File: config.mk
export PLATFORM = sky130hd
export DESIGN_NAME = integer_matrix_determinant_flat
export DESIGN_NICKNAME = d
export VERILOG_FILES = /design/src/design/imd_pkg.sv /design/src/design/imd_stream_if.sv /design/src/design/integer_matrix_determinant.sv /design/src/design/imd_datapath.sv /design/src/design/imd_ctrl.sv /design/src/flat_wrapper.sv
export VERILOG_INCLUDE_DIRS = /design/src /design/src/design
export SDC_FILE = /design/constraint.sdc
export NUM_CORES = 2
export LEC_CHECK = 0
export BUFFER_PORTS_ARGS = -buffer_cell sky130_fd_sc_hd__buf_4
export CORE_ASPECT_RATIO = 2
export CORE_MARGIN = 2
export CORE_UTILIZATION = 45
export DETAILED_ROUTE_END_ITERATION = 8
export SLEW_MARGIN = 0
export SYNTH_ARGS = -nofsm -noshare
export SYNTH_HDL_FRONTEND = slang
export SYNTH_SLANG_ARGS = --single-unit
File: constraint.sdc
create_clock -name clk_i -period 7.86 [get_ports clk_i]
set_input_delay 1.572 -clock clk_i [delete_from_list [all_inputs] [get_ports clk_i]]
set_output_delay 1.572 -clock clk_i [all_outputs]
set_load 0.02 [all_outputs]
File: src/design/integer_matrix_determinant_assert.svh
// Assertion macros for the determinant block controller module.
// Depends on nothing; included by modules that carry assertions.
`ifndef INTEGER_MATRIX_DETERMINANT_ASSERT_SVH
`define INTEGER_MATRIX_DETERMINANT_ASSERT_SVH

// Implication checked on every rising clock edge outside reset.
`define IMD_ASSERT_IMPL(lbl, clk, rst_n, ante, cons) \
  lbl: assert property (@(posedge clk) disable iff (!rst_n) (ante) |-> (cons)) \
    else $error("assertion failed");

// Next-cycle implication checked outside reset.
`define IMD_ASSERT_NEXT(lbl, clk, rst_n, ante, cons) \
  lbl: assert property (@(posedge clk) disable iff (!rst_n) (ante) |=> (cons)) \
    else $error("assertion failed");

`endif

File: src/design/imd_pkg.sv
// Package for the integer matrix determinant block.
// Holds sizes, state encoding and the controller to datapath struct.
package imd_pkg;
  localparam int unsigned MaxOrder   = 6;
  localparam int unsigned StoreDepth = MaxOrder * MaxOrder;
  localparam int unsigned IdxW       = $clog2(StoreDepth);
  localparam int unsigned ElemW      = 8;
  localparam int unsigned DetW       = 52;
  localparam int unsigned OrderW     = 3;
  localparam int unsigned NumSub     = 64;
  localparam int unsigned SubW       = 6;
  localparam logic [OrderW-1:0] OrderReset = 3'd3;
  localparam int unsigned AddrW      = 1;
  localparam logic [AddrW-1:0] RegOrder = 1'b0;

  typedef enum logic [2:0] {
    StLoad,
    StInit,
    StRead,
    StMul,
    StAcc,
    StOut
  } state_e;

  // Controller commands to the datapath.
  typedef struct packed {
    logic            wr_en;
    logic [IdxW-1:0] wr_idx;
    logic            init;
    logic            rd_en;
    logic [IdxW-1:0] rd_idx;
    logic [SubW-1:0] sub_set;
    logic [SubW-1:0] acc_set;
    logic            neg;
    logic            mul;
    logic            acc;
    logic            base;
  } cmd_t;
endpackage

File: src/design/imd_stream_if.sv
// Valid/ready stream interface with a parameterless payload.
// Depends on imd_pkg for the payload width.
interface imd_in_if;
  logic                          valid;
  logic                          ready;
  logic signed [imd_pkg::ElemW-1:0] element_value;
  modport source (output valid, output element_value, input ready);
  modport sink (input valid, input element_value, output ready);
endinterface

interface imd_out_if;
  logic                          valid;
  logic                          ready;
  logic signed [imd_pkg::DetW-1:0] determinant;
  modport source (output valid, output determinant, input ready);
  modport sink (input valid, input determinant, output ready);
endinterface

File: src/design/integer_matrix_determinant.sv
// Integer matrix determinant, orders 1 to 6, one element beat per cycle while loading.
// After the last element a subset-minor sweep runs on one multiplier: it scans subsets,
// skips columns outside each subset, and reads, multiplies and accumulates each product.
// The block takes one matrix at a time. Reset clears control and sets order to 3.
module integer_matrix_determinant (
  input  logic                                clk_i,
  input  logic                                rst_ni,
  imd_in_if.sink                              in_if,
  imd_out_if.source                           out_if,
  input  logic                                psel,
  input  logic                                penable,
  input  logic                                pwrite,
  input  logic [imd_pkg::AddrW+1:0]           paddr,
  input  logic [31:0]                         pwdata,
  output logic [31:0]                         prdata,
  output logic                                pready
);
  logic [imd_pkg::OrderW-1:0] order_q;
  logic wr;
  imd_pkg::cmd_t cmd;

  assign pready = 1'b1;
  assign wr = psel && penable && pwrite && (paddr[imd_pkg::AddrW+1:2] == imd_pkg::RegOrder);
  assign prdata = 32'(order_q);

  always_ff @(posedge clk_i or negedge rst_ni) begin
    if (!rst_ni) order_q <= imd_pkg::OrderReset;
    else if (wr) order_q <= pwdata[imd_pkg::OrderW-1:0];
  end

  imd_ctrl u_ctrl (
    .clk_i, .rst_ni, .order_i(order_q), .clr_i(wr),
    .in_valid_i(in_if.valid), .in_ready_o(in_if.ready),
    .out_valid_o(out_if.valid), .out_ready_i(out_if.ready), .cmd_o(cmd)
  );

  imd_datapath u_dp (
    .clk_i, .rst_ni, .cmd_i(cmd), .elem_i(in_if.element_value), .det_o(out_if.determinant)
  );
endmodule

File: src/design/imd_datapath.sv
// Datapath: element store, subset determinant table and one multiplier.
// Depends on imd_pkg; driven by imd_ctrl through cmd_t.
module imd_datapath (
  input  logic                           clk_i,
  input  logic                           rst_ni,
  input  imd_pkg::cmd_t                  cmd_i,
  input  logic signed [imd_pkg::ElemW-1:0] elem_i,
  output logic signed [imd_pkg::DetW-1:0] det_o
);
  // minor table: determinant of bottom rows over each column subset
  logic signed [imd_pkg::ElemW-1:0] store_q [imd_pkg::StoreDepth];
  logic signed [imd_pkg::DetW-1:0]  sub_q [imd_pkg::NumSub];
  logic signed [imd_pkg::ElemW-1:0] elem_q;
  logic signed [imd_pkg::DetW-1:0]  minor_q, prod_q, acc_q;
  logic signed [imd_pkg::DetW-1:0]  elem_ext, acc_sum, acc_d;

  assign elem_ext = {{(imd_pkg::DetW - imd_pkg::ElemW){elem_q[imd_pkg::ElemW-1]}}, elem_q};
  assign acc_sum  = cmd_i.neg ? acc_q - prod_q : acc_q + prod_q;
  assign acc_d    = cmd_i.base ? elem_ext : acc_sum;

  always_ff @(posedge clk_i) begin
    if (cmd_i.wr_en) store_q[cmd_i.wr_idx] <= elem_i;
    if (cmd_i.rd_en) begin
      elem_q  <= store_q[cmd_i.rd_idx];
      minor_q <= sub_q[cmd_i.sub_set];
    end
    if (cmd_i.acc) sub_q[cmd_i.acc_set] <= acc_d;
  end

  always_ff @(posedge clk_i or negedge rst_ni) begin
    if (!rst_ni) begin
      prod_q <= '0;
      acc_q  <= '0;
    end else begin
      if (cmd_i.mul) prod_q <= elem_ext * minor_q;
      if (cmd_i.init) acc_q <= '0;
      else if (cmd_i.acc) acc_q <= acc_d;
    end
  end

  assign det_o = acc_q;
endmodule

File: src/design/imd_ctrl.sv
// Controller: loads elements, then walks column subsets bottom row up.
// Depends on imd_pkg and the assertion macro header.
`include "integer_matrix_determinant_assert.svh"
module imd_ctrl (
  input  logic                              clk_i,
  input  logic                              rst_ni,
  input  logic [imd_pkg::OrderW-1:0]        order_i,
  input  logic                              clr_i,
  input  logic                              in_valid_i,
  output logic                              in_ready_o,
  output logic                              out_valid_o,
  input  logic                              out_ready_i,
  output imd_pkg::cmd_t                     cmd_o
);
  imd_pkg::state_e state_q, state_d;
  logic [5:0] cnt_q, cnt_d;
  logic [2:0] n;
  logic [5:0] total;
  logic [2:0] row_q, row_d;       // row being processed
  logic [5:0] set_q, set_d;       // column subset, popcount = n - row
  logic [2:0] col_q, col_d;       // column inside subset
  logic       neg_q, neg_d;
  logic [5:0] full;
  logic       in_set, last_col, last_set, sub_base;
  logic [5:0] set_rem;
  logic [2:0] pc;

  always_comb begin
    n = (order_i == 3'd0) ? 3'd1 : (order_i > 3'd6) ? 3'd6 : order_i;
    total = 6'(n) * 6'(n);
    full = 6'((7'd1 << n) - 7'd1);
    pc = 3'($countones(set_q));
    in_set = set_q[col_q];
    last_col = (col_q == n - 3'd1) || ((set_q >> (col_q + 3'd1)) == 6'd0);
    last_set = (set_q == full);
    sub_base = (row_q == n - 3'd1);
    set_rem = set_q & ~(6'd1 << col_q);
  end

  always_ff @(posedge clk_i or negedge rst_ni) begin
    if (!rst_ni) begin
      state_q <= imd_pkg::StLoad; cnt_q <= '0; row_q <= '0;
      set_q <= '0; col_q <= '0; neg_q <= 1'b0;
    end else begin
      state_q <= state_d; cnt_q <= cnt_d; row_q <= row_d;
      set_q <= set_d; col_q <= col_d; neg_q <= neg_d;
    end
  end

  always_comb begin
    state_d = state_q; cnt_d = cnt_q; row_d = row_q; set_d = set_q;
    col_d = col_q; neg_d = neg_q;
    unique case (state_q)
      imd_pkg::StLoad: begin
        if (clr_i) cnt_d = '0;
        else if (in_valid_i) begin
          if (cnt_q + 6'd1 >= total) begin
            cnt_d = '0; state_d = imd_pkg::StInit;
            row_d = n - 3'd1; set_d = 6'd1; col_d = '0; neg_d = 1'b0;
          end else cnt_d = cnt_q + 6'd1;
        end
      end
      imd_pkg::StInit: begin
        // scan one subset per cycle; move up a row once the row's subsets are done
        if (pc == n - row_q) state_d = imd_pkg::StRead;
        else if (set_q == full) begin
          row_d = row_q - 3'd1;
          set_d = 6'((7'd1 << (n - row_q + 3'd1)) - 7'd1);
        end else set_d = set_q + 6'd1;
      end
      imd_pkg::StRead: begin
        if (!in_set) col_d = col_q + 3'd1;
        else state_d = imd_pkg::StMul;
      end
      imd_pkg::StMul: state_d = imd_pkg::StAcc;
      imd_pkg::StAcc: begin
        neg_d = ~neg_q; col_d = col_q + 3'd1; state_d = imd_pkg::StRead;
        if (last_col || sub_base) begin
          col_d = '0; neg_d = 1'b0;
          if (last_set) state_d = imd_pkg::StOut;
          else begin
            state_d = imd_pkg::StInit;
            set_d = set_q + 6'd1;
          end
        end
      end
      imd_pkg::StOut: if (out_ready_i) state_d = imd_pkg::StLoad;
      default: state_d = imd_pkg::StLoad;
    endcase
  end

  always_comb begin
    cmd_o = '0;
    in_ready_o = (state_q == imd_pkg::StLoad);
    out_valid_o = (state_q == imd_pkg::StOut);
    cmd_o.wr_en = in_ready_o && in_valid_i;
    cmd_o.wr_idx = cnt_q;
    cmd_o.init = (state_q == imd_pkg::StInit);
    cmd_o.rd_en = (state_q == imd_pkg::StRead);
    cmd_o.rd_idx = 6'(row_q) * 6'(n) + 6'(col_q);
    cmd_o.sub_set = set_rem;
    cmd_o.acc_set = set_q;
    cmd_o.neg = neg_q;
    cmd_o.mul = (state_q == imd_pkg::StMul);
    cmd_o.acc = (state_q == imd_pkg::StAcc);
    cmd_o.base = sub_base;
  end

  `IMD_ASSERT_IMPL(a_no_both, clk_i, rst_ni, 1'b1, !(in_ready_o && out_valid_o))
  `IMD_ASSERT_NEXT(a_out_hold, clk_i, rst_ni, out_valid_o && !out_ready_i, out_valid_o)
  `IMD_ASSERT_IMPL(a_cnt_rng, clk_i, rst_ni, in_ready_o, cnt_q < 6'd36)
endmodule

File: src/flat_wrapper.sv
// flat-port wrapper written by rule: the top's interface ports become plain ports
module integer_matrix_determinant_flat 
  (clk_i, rst_ni, psel, penable, pwrite, paddr, pwdata, prdata, pready, in_if_valid, in_if_element_value, in_if_ready, out_if_valid, out_if_determinant, out_if_ready);
  imd_in_if in_if_i ();
  imd_out_if out_if_i ();
  input  logic clk_i;
  input  logic rst_ni;
  input  logic psel;
  input  logic penable;
  input  logic pwrite;
  input  logic [imd_pkg::AddrW+1:0] paddr;
  input  logic [31:0] pwdata;
  output logic [31:0] prdata;
  output logic pready;
  input wire logic [$bits(in_if_i.valid)-1:0] in_if_valid;
  input wire logic [$bits(in_if_i.element_value)-1:0] in_if_element_value;
  output wire logic [$bits(in_if_i.ready)-1:0] in_if_ready;
  output wire logic [$bits(out_if_i.valid)-1:0] out_if_valid;
  output wire logic [$bits(out_if_i.determinant)-1:0] out_if_determinant;
  input wire logic [$bits(out_if_i.ready)-1:0] out_if_ready;
  assign in_if_i.valid = in_if_valid;
  assign in_if_i.element_value = in_if_element_value;
  assign in_if_ready = in_if_i.ready;
  assign out_if_valid = out_if_i.valid;
  assign out_if_determinant = out_if_i.determinant;
  assign out_if_i.ready = out_if_ready;
  integer_matrix_determinant u_core (.clk_i(clk_i), .rst_ni(rst_ni), .in_if(in_if_i), .out_if(out_if_i), .psel(psel), .penable(penable), .pwrite(pwrite), .paddr(paddr), .pwdata(pwdata), .prdata(prdata), .pready(pready));
endmodule
==> flow_summary.json <==
{
  "clock_latency_ns": 0.95,
  "tightestPinTransition_ns": 1.37,
  "yosys_warnings": 0,
  "maxSlewViolCount": 0,
  "muxShareOfSynthArea_pct": 12.8,
  "mostFrequentLayoutCells": "edfxtp_1, mux4_2, nand2_1, and2_1, inv_1",
  "ff_latch_area_sq_mm": 0.114,
  "grt_pass1_wl_um": 652000,
  "synth-seq-cells": 3805,
  "first_global_vias": 92100,
  "cts.clk_slew.worst_paths_ns": 0.06,
  "avgRoutedWirePerCell_um": 31.6,
  "crit_type": "reg2reg",
  "grt_util_met1_pct": 27.7,
  "arrival_ns": 7.52,
  "period_needed_ns": 6.98,
  "cts_setup_buffers": 0,
  "final_cell_area_sq_mm": 0.183,
  "cts_hold_repair.buffers": 0,
  "place.gp.congestion": 0.872,
  "cpPeakStageDelay_ns": 0.48,
  "synth_xor_area_share_pct": 0.947,
  "multi_input_area_sq_mm": 0.0477,
  "io_pins": 137,
  "ff2ff_setup_slack_ns": 0.88,
  "required_ns": 8.40,
  "critPathSlowestCell": "nor4_2",
  "synth_edf_count": 3676,
  "antenna_found_initial": 25,
  "yosys.area_share.simple_pct": 4.83,
  "setup_viol": 0,
  "clock-sinks": 3805,
  "htreeDepth": 5,
  "num_rows": 313,
  "hp-class": "reg2reg",
  "layout.nets": 9918,
  "ys_seq_area_share_pct": 69.3,
  "grt_use_total_pct": 24.5,
  "grt_max_degree": 124,
  "synth_compound_area_share_pct": 4.77,
  "drt-vias-per-instance": 6.02,
  "synthAdderAreaFrac_pct": 4.96,
  "fmax_mhz": 143,
  "final_common_cell": "edfxtp_1",
  "power_w": 0.0889,
  "port_buffers": 75,
  "syn2layout_area_growth_pct": 11.9,
  "maxCapViolations": 0,
  "drc": 0,
  "ctsResizeCount": 0,
  "coreArea_sq_mm": 0.363,
  "synthArstFlopShare_pct": 3.39,
  "crit_path_max_fanout": 65,
  "layout-drive-gt1-share_pct": 20.1,
  "met2_usage_pct": 46.2,
  "ir_drop_mv": 0.702,
  "power_density_mw_per_mm2": 485,
  "drt-pass1-iter-count": 6,
  "setup_tns_ns": 0,
  "avgSynthCellArea_sq_um": 17.8,
  "synth_cells": 9197,
  "fillers": 29200,
  "ys_types": 91,
  "dieArea_sq_mm": 0.369,
  "cp-end-kind": "register",
  "critPathBufInv": 2,
  "cp_cell_sequence": "or3_1 -> nor4_2 -> and2_0 -> and3_1 -> and2_4 -> a21oi_1 -> xnor2_1 -> ha_1 -> nand4_1 -> nor2_1 -> nand3_1 -> nor3_1 -> a2111oi_2 -> buf_4 -> o31ai_1 -> a31oi_1 -> o31a_1 -> xor2_1 -> o21ai_4 -> buf_12",
  "vias": 86700,
  "die_y_um": 857,
  "antenna_left": 0,
  "fin_util_pct": 50.5,
  "synthFlopType": "edfxtp_1",
  "grt_busiest_layer": "met2",
  "worst_clock_skew_ns": 0.0689,
  "cts_buffer_depth": 4,
  "crit_family": "simple AND/OR/NAND/NOR gates",
  "start_util_pct": 45.1,
  "min_period_over_period_pct": 88.8,
  "finalHoldViolCount": 0,
  "die_w_um": 431,
  "total_leakage_power_nw": 61.4,
  "cts_root_buf": "clkbuf_16",
  "cts_tree": "built",
  "placed_area_sq_mm": 0.172,
  "slew-limit-headroom_pct": 8.39,
  "dp_hpwl_um": 278000,
  "cp-start-kind": "register",
  "synth_top_family_by_area": "multiplexers",
  "met3_usage_pct": 2.38,
  "status": "completed",
  "gr-total-overflow": 0,
  "drtIter0Drc": 7976,
  "drt_wl_total_um": 455000,
  "rsz0062_at_grt": "no",
  "synth_area_sq_mm": 0.164,
  "cts_made_buffers": 331
}
-- per-layer routing --
metal | share of wire, % | routed length, um | up-vias
met5 | 0 | 0 | -
met4 | 5.1 | 23100 | 0
met3 | 4.7 | 21200 | 834
met2 | 55 | 251000 | 2842
met1 | 35 | 159000 | 46800
li1 | - | - | 36300
-- worst register-to-register path, stage by stage (launching register included) --
cell and delay, ns:
dfrtp_1 0.42, or3_1 0.43, nor4_2 0.48, and2_0 0.47, and3_1 0.31, and2_4 0.27, a21oi_1 0.11, xnor2_1 0.48
ha_1 0.43, nand4_1 0.17, nor2_1 0.19, nand3_1 0.20, nor3_1 0.34, a2111oi_2 0.12, buf_4 0.18, o31ai_1 0.48
a31oi_1 0.24, o31a_1 0.37, xor2_1 0.47, o21ai_4 0.10, buf_12 0.19
-- worst paths after layout --
path / start / to / cells past startpoint
setup reg to reg: u_core.u_dp.prod_q[5] / u_core.u_dp.sub_q[10][46] / 20
max in group asynchronous: rst_ni / u_core.u_dp.prod_q[51] / 2
hold reg to reg: u_core.u_dp.prod_q[51] / u_core.u_dp.prod_q[51] / 2
min in group asynchronous: rst_ni / u_core.u_dp.prod_q[26] / 1
setup / recovery: u_core.u_dp.prod_q[5] / u_core.u_dp.sub_q[10][46] / 20
hold / removal: u_core.u_dp.prod_q[51] / u_core.u_dp.prod_q[51] / 2
-- kinds of logic (layout without fill, tap and decap cells) --
logic type,Yosys count,count (layout)
compound gates,1187,1187
flops,3805,3805
other cells,2,66
xor+xnor,175,175
fa+ha+maj,479,479
simple gates,1630,1630
mux,941,941
buf+inv,978,1394
-- power breakdown --
group          switching, W  leakage, nW  internal, W
clock network       0.00746         5.24      0.00919
logic                0.0270         21.1       0.0129
registers          0.000540         35.0       0.0318
-- final cells by class --
class | count | area share (%)
diodes | 36 | 0.0491
clock buffers | 398 | 4.71
clock inverters | 186 | 1.17
inverters | 436 | 0.893
multi-input cells | 4442 | 26.0
flip-flops and latches | 3805 | 62.0
well taps | 4725 | 3.22
repair buffers | 374 | 1.99
-- cell usage after synthesis, types with 5 or more instances --
| library cell | number | area (sq um) |
|---|---|---|
| a2111oi_0 | 7 | 61.3 |
| a21o_1 | 47 | 353 |
| nor2b_1 | 23 | 144 |
| o211ai_1 | 11 | 82.6 |
| a32o_1 | 5 | 50.1 |
| o21bai_1 | 17 | 128 |
| edfxtp_1 | 3676 | 110000 |
| or3_1 | 15 | 93.8 |
| a21oi_1 | 288 | 1440 |
| or2_2 | 9 | 56.3 |
| nor4_1 | 11 | 68.8 |
| nor3_1 | 29 | 145 |
| clkbuf_1 | 371 | 1390 |
| nand2_1 | 651 | 2440 |
| fa_1 | 285 | 5710 |
| mux2_2 | 8 | 90.1 |
| dfrtp_1 | 127 | 3180 |
| a211oi_1 | 269 | 2020 |
| o21a_1 | 16 | 120 |
| xnor2_1 | 115 | 1010 |
| buf_1 | 58 | 218 |
| o31ai_1 | 14 | 105 |
| buf_4 | 30 | 225 |
| nor2_1 | 257 | 965 |
| a311oi_1 | 104 | 911 |
| xor2_1 | 59 | 517 |
| o21ai_1 | 8 | 40.0 |
| mux2i_1 | 11 | 110 |
| nand3_1 | 42 | 210 |
| and3_1 | 16 | 100 |
| and2_1 | 504 | 3150 |
| a22o_1 | 29 | 254 |
| a31oi_1 | 126 | 788 |
| nand2b_1 | 31 | 194 |
| buf_2 | 80 | 400 |
| o21ai_0 | 191 | 956 |
| nand4_1 | 19 | 119 |
| ha_1 | 193 | 2410 |
| nand3b_1 | 5 | 37.5 |
| inv_1 | 435 | 1630 |
| a21boi_0 | 5 | 37.5 |
| mux4_2 | 921 | 20700 |
-- sequential cells by signal (all words and copies together), names as in the netlist, 6 cells and up --
| name | flops |
|---|---|
| u_core.u_ctrl.cnt_q | 6 |
| u_core.u_ctrl.set_q | 6 |
| u_core.u_dp.det_o | 52 |
| u_core.u_dp.elem_q | 8 |
| u_core.u_dp.minor_q | 52 |
| u_core.u_dp.prod_q | 52 |
| u_core.u_dp.store_q | 288 |
| u_core.u_dp.sub_q | 3328 |
-- per-stage QoR --
step,cells,hold WS (ns),worst slack [ns]
after floorplan,9225,0.475,0.369
after global placement,13800,0.504,0.971
after detailed placement,13800,0.512,1.05
after CTS,14400,0.527,1.04
after global routing,14400,0.552,0.552
final,14400,0.522,0.884
(Power assumes the default switching activity.)
